## src/gif_lzw_decoder_defines.svh

```systemverilog
// assertion macros for the gif lzw decoder
`ifndef GIF_LZW_DECODER_DEFINES_SVH
`define GIF_LZW_DECODER_DEFINES_SVH

`ifndef NO_ASSERTIONS
`define GLZ_ASSERT(lbl, prop, msg) \
    lbl: assert property (@(posedge i_clk) disable iff (!i_rst_n) (prop)) else $error(msg);
`define GLZ_ASSERT_NEXT(lbl, cond, prop, msg) \
    lbl: assert property (@(posedge i_clk) disable iff (!i_rst_n) (cond) |=> (prop)) \
        else $error(msg);
`else
`define GLZ_ASSERT(lbl, prop, msg)
`define GLZ_ASSERT_NEXT(lbl, cond, prop, msg)
`endif

`endif

```

## src/gif_lzw_pkg.sv

```systemverilog
package gif_lzw_pkg;

    localparam int MAX_CODE_BITS_DEF = 12;
    localparam int STACK_AW = 12;
    localparam logic [3:0] MIN_CODE_RESET = 4'd8;

    typedef struct packed {
        logic       req_type;
        logic [7:0] data_byte;
        logic       start_image;
    } t_req;

    typedef struct packed {
        logic       accepted;
        logic       pixel_valid;
        logic [7:0] pixel_index;
        logic       image_done;
        logic       code_error;
    } t_res;

endpackage

```

## src/gif_lzw_front.sv

```systemverilog
module gif_lzw_front (
    input  logic               i_clk,
    input  logic               i_rst_n,
    input  logic               i_push,
    input  gif_lzw_pkg::t_req  i_req,
    output logic               o_full,
    output logic               o_req_valid,
    output gif_lzw_pkg::t_req  o_req,
    input  logic               i_req_pop
);
    import gif_lzw_pkg::*;

    t_req       r_mem [2];
    logic       r_wr;
    logic       r_rd;
    logic [1:0] r_cnt;
    logic       w_push;
    logic       w_pop;

    assign o_full      = (r_cnt == 2'd2);
    assign o_req_valid = (r_cnt != 2'd0);
    assign o_req       = r_mem[r_rd];
    assign w_push      = i_push && !o_full;
    assign w_pop       = i_req_pop && o_req_valid;

    always_ff @(posedge i_clk) begin
        if (w_push) begin
            r_mem[r_wr] <= i_req;
        end
    end

    always_ff @(posedge i_clk) begin
        if (!i_rst_n) begin
            r_wr  <= 1'b0;
            r_rd  <= 1'b0;
            r_cnt <= 2'd0;
        end else begin
            if (w_push) begin
                r_wr <= !r_wr;
            end
            if (w_pop) begin
                r_rd <= !r_rd;
            end
            r_cnt <= r_cnt + 2'(w_push) - 2'(w_pop);
        end
    end

endmodule

```

## config.mk

```make
export PLATFORM = sky130hd
export DESIGN_NAME = gif_lzw_front
export DESIGN_NICKNAME = d
export VERILOG_FILES = /design/src/gif_lzw_decoder_defines.svh /design/src/gif_lzw_pkg.sv /design/src/gif_lzw_front.sv
export SDC_FILE = /design/constraint.sdc
export NUM_CORES = 1
export LEC_CHECK = 0
export BUFFER_PORTS_ARGS = -buffer_cell sky130_fd_sc_hd__buf_2
export CORE_MARGIN = 1.5
export CORE_UTILIZATION = 35
export CTS_CLUSTER_DIAMETER = 60
export DETAILED_ROUTE_END_ITERATION = 6
export GPL_TIMING_DRIVEN = 0
export PLACE_DENSITY = 0.7
export SYNTH_ARGS = -nofsm -noshare
export SYNTH_HDL_FRONTEND = slang
export SYNTH_SLANG_ARGS = --single-unit
```

## constraint.sdc

```tcl
create_clock -name i_clk -period 1.6 [get_ports i_clk]
set_input_delay 0.16 -clock i_clk [delete_from_list [all_inputs] [get_ports i_clk]]
set_output_delay 0.16 -clock i_clk [all_outputs]
set_load 0.03 [all_outputs]
```

==> impl_metrics.py <==
metrics = {
    "outcome": {
        "run_status": "complete, no violations",
    },
    "detailed_routing": {
        "dr.pass1.iters": 4,
        "drtIter0Drc": 3,
        "avgViaCountPerCell": 4.62,
        "drtAntennaViolNets": 0,
        "drt-total-wl_um": 1440,
        "drc": 0,
        "vias": 536,
        "wl_per_cell_um": 12.4,
    },
    "timing": {
        "hold_slack_ns": 0.0237,
        "setup_tns_ns": 0,
        "hold_viol_final": 0,
        "fmax_ghz": 0.653,
        "skew_ns": 0.00488,
        "grt_setup_unrepaired": "yes",
        "slew_headroom_pct": 65.0,
        "min_period_over_period_pct": 95.7,
        "slew_viol_final": 0,
        "finalSetupViolations": 0,
        "tightest_slew_ns": 0.525,
        "period_needed_ns": 1.53,
    },
    "clock_tree": {
        "cts_buffer_depth": 2,
        "cts_max_level": 1,
        "clkSinkCount": 25,
        "cts_hold_buf": 0,
        "clk_pin_slew_ns": 0.13,
        "clk_latency_ns": 0.31,
        "cts_buffers": 3,
        "cts_tree": "done",
        "cts_root_buffer": "clkbuf_4",
        "cts_setup_buffers": 0,
    },
    "setup_path": {
        "worstPathCellList": "o21a_2, ha_1, inv_1, ha_1, xor2_1, xnor2_1, nor2_1",
        "worstSetupEndpoint": "r_cnt[1]",
        "crit_type": "reg2reg",
        "critPathLaunchType": "register",
        "r2r_end": "r_cnt[1]",
        "cpPeakStageDelay_ns": 0.37,
        "r2r_cells": 7,
        "crit_top_cell": "ha_1",
        "endpoint_kind": "register",
        "path_max_fanout": 4,
        "rrSetupSlack_ns": 0.07,
        "slowest_stage": "dfxtp_2",
        "required_ns": 1.83,
        "r2r_start": "r_cnt[1]",
        "arrival_ns": 1.76,
        "startpoint": "r_cnt[1]",
    },
    "synthesis": {
        "synth_top_area_share_pct": 63.0,
        "synth_cell_types": 16,
        "syn_nets": 73,
        "yosys_warnings": 0,
        "synth_top_area_cell": "edfxtp_1",
        "synthTopCellsByArea": "edfxtp_1 (63%), mux2_2 (12%), dfxtp_1 (10%)",
        "synth_cells": 57,
        "synth.yosys.seq_area_share_pct": 73.5,
        "syn_area_um2": 953,
        "ys_seq_elements": 25,
        "syn_area_per_cell_um2": 16.7,
    },
    "die": {
        "die_h_um": 55.2,
        "start_util_pct": 37.8,
        "io_pins": 26,
        "dieWidth_um": 55.2,
        "placementRows": 18,
        "die_area_mm2": 0.00305,
        "core_mm2": 0.00252,
    },
    "placed_design": {
        "placed_area_mm2": 0.00112,
        "port_buffers": 25,
        "hpwl_um": 1050,
        "gp_congestion": 0.610,
    },
    "global_routing": {
        "grt_max_degree": 14,
        "grt_usage_pct": 10.1,
        "grt_pass1_wl_um": 2060,
        "grt_pass1_vias": 501,
        "antenna_found_initial": 0,
        "grt_overflow": 0,
    },
    "layout": {
        "final_core_util_pct": 46.0,
        "final.fill_count": 251,
        "area_growth_syn_to_layout_pct": 21.7,
        "nNetsFinal": 103,
        "layout-drive-gt1-share_pct": 53.5,
        "diodes": 0,
        "design_area_mm2": 0.00116,
    },
    "hold_path": {
        "hold_path_depth": 1,
        "hold_path_startpoint": "i_req[1]",
        "hp-class": "in2reg",
    },
    "power": {
        "cellLeakagePower_uw": 0.000476,
        "powerDensity_mw_per_mm2": 1580,
        "peakVddDrop_mv": 0.754,
    },
    "run": {
        "cap_violations": 0,
    },
}
## registers in the layout (all words and copies together) (netlist names), named ones only
signal / count
r_mem: 20
r_cnt: 2
r_rd: 1
r_wr: 1
## cells by family after synthesis
kind of cell,Yosys count,share of synthesized area [%]
AOI/OAI and AO/OA,1,0.919
buffers and inverters,4,1.71
muxes,11,12.9
adders and majority gates,2,2.62
and+or+nand+nor,11,5.64
xor gates and xnor gates,3,2.76
DFF,25,73.5
## metal layers
| metal | global-route usage [%] | vias up | wire length (um) |
|---|---|---|---|
| li1 | - | 260 | - |
| met5 | 0 | - | 0 |
| met3 | 2.96 | 2 | 113 |
| met4 | 6.10 | 0 | 33 |
| met1 | 10.8 | 254 | 574 |
| met2 | 17.5 | 20 | 715 |
## cell type report
cell class                 instances  area [um^2]  area share (%)
sequential                        25          703            60.6
multi-input combinational         28          249            21.5
timing repair buffer              25          125            10.8
tap                               30         37.5            3.24
clock buffer                       4         26.3            2.27
inverter                           3         11.3           0.971
buffer                             1         7.51           0.647
## worst max-delay path: cells and delay by family, from the launching register on
family / cells / cell delay [ns]
xor gates and xnor gates: 2 / 0.30
DFF: 1 / 0.37
AOI/OAI and AO/OA: 1 / 0.23
adders and majority gates: 2 / 0.43
and+or+nand+nor: 1 / 0.05
buffers and inverters: 1 / 0.05
## synth_stat cells
cell type,number
edfxtp_1,20
or2_2,1
and3_1,1
dfxtp_1,5
o21a_2,1
buf_2,1
mux2i_1,1
mux2_2,10
and2_1,1
nand2_1,2
ha_1,2
inv_1,3
nand2b_1,2
xnor2_1,2
nor2_1,4
xor2_1,1
## worst min-delay path by stage
stage | end | slack (ns)
6_report | r_mem[0][1] | 0.02
5_1_grt | r_mem[0][3] | 0.02
4_1_cts | r_mem[0][1] | 0.01
3_5_place_dp | r_mem[0][1] | 0.35
3_3_place_gp | r_mem[0][1] | 0.35
2_1_floorplan | r_mem[0][0] | 0.26
## placed cells by master, fill, tap and decap left out, types with 2 or more instances in the layout
cell       n
mux2_2    10
edfxtp_1  20
buf_2     25
inv_1      3
clkbuf_4   4
nor2_1     3
xnor2_1    2
dfxtp_1    3
dfxtp_2    2
ha_1       2
## through the flow
| stage | std cells | total power (uW) | worst slack [ns] |
|---|---|---|---|
| 2_1_floorplan | 57 | 1390 | 0.131 |
| 3_3_place_gp | 112 | 1530 | -0.0617 |
| 3_5_place_dp | 112 | 1550 | -0.113 |
| 4_1_cts | 116 | 1830 | 0.00462 |
| 5_1_grt | 116 | 1930 | -0.0460 |
| 6_report | 116 | 1830 | 0.0688 |
## power by group
part | switching [uW] | leakage (uW) | internal [uW]
combinational | 406 | 0.000232 | 271
sequential | 49.4 | 0.000229 | 830
clock | 176 | 0.0000150 | 97.6
total | 631 | 0.000476 | 1200
## what timing repair did
action                     in CTS  in global routing
hold endpoints to repair        0                  0
gates cloned                    0                  0
gates resized for setup         2                  4
setup endpoints to repair      10                 11
(Power assumes the default switching activity.)
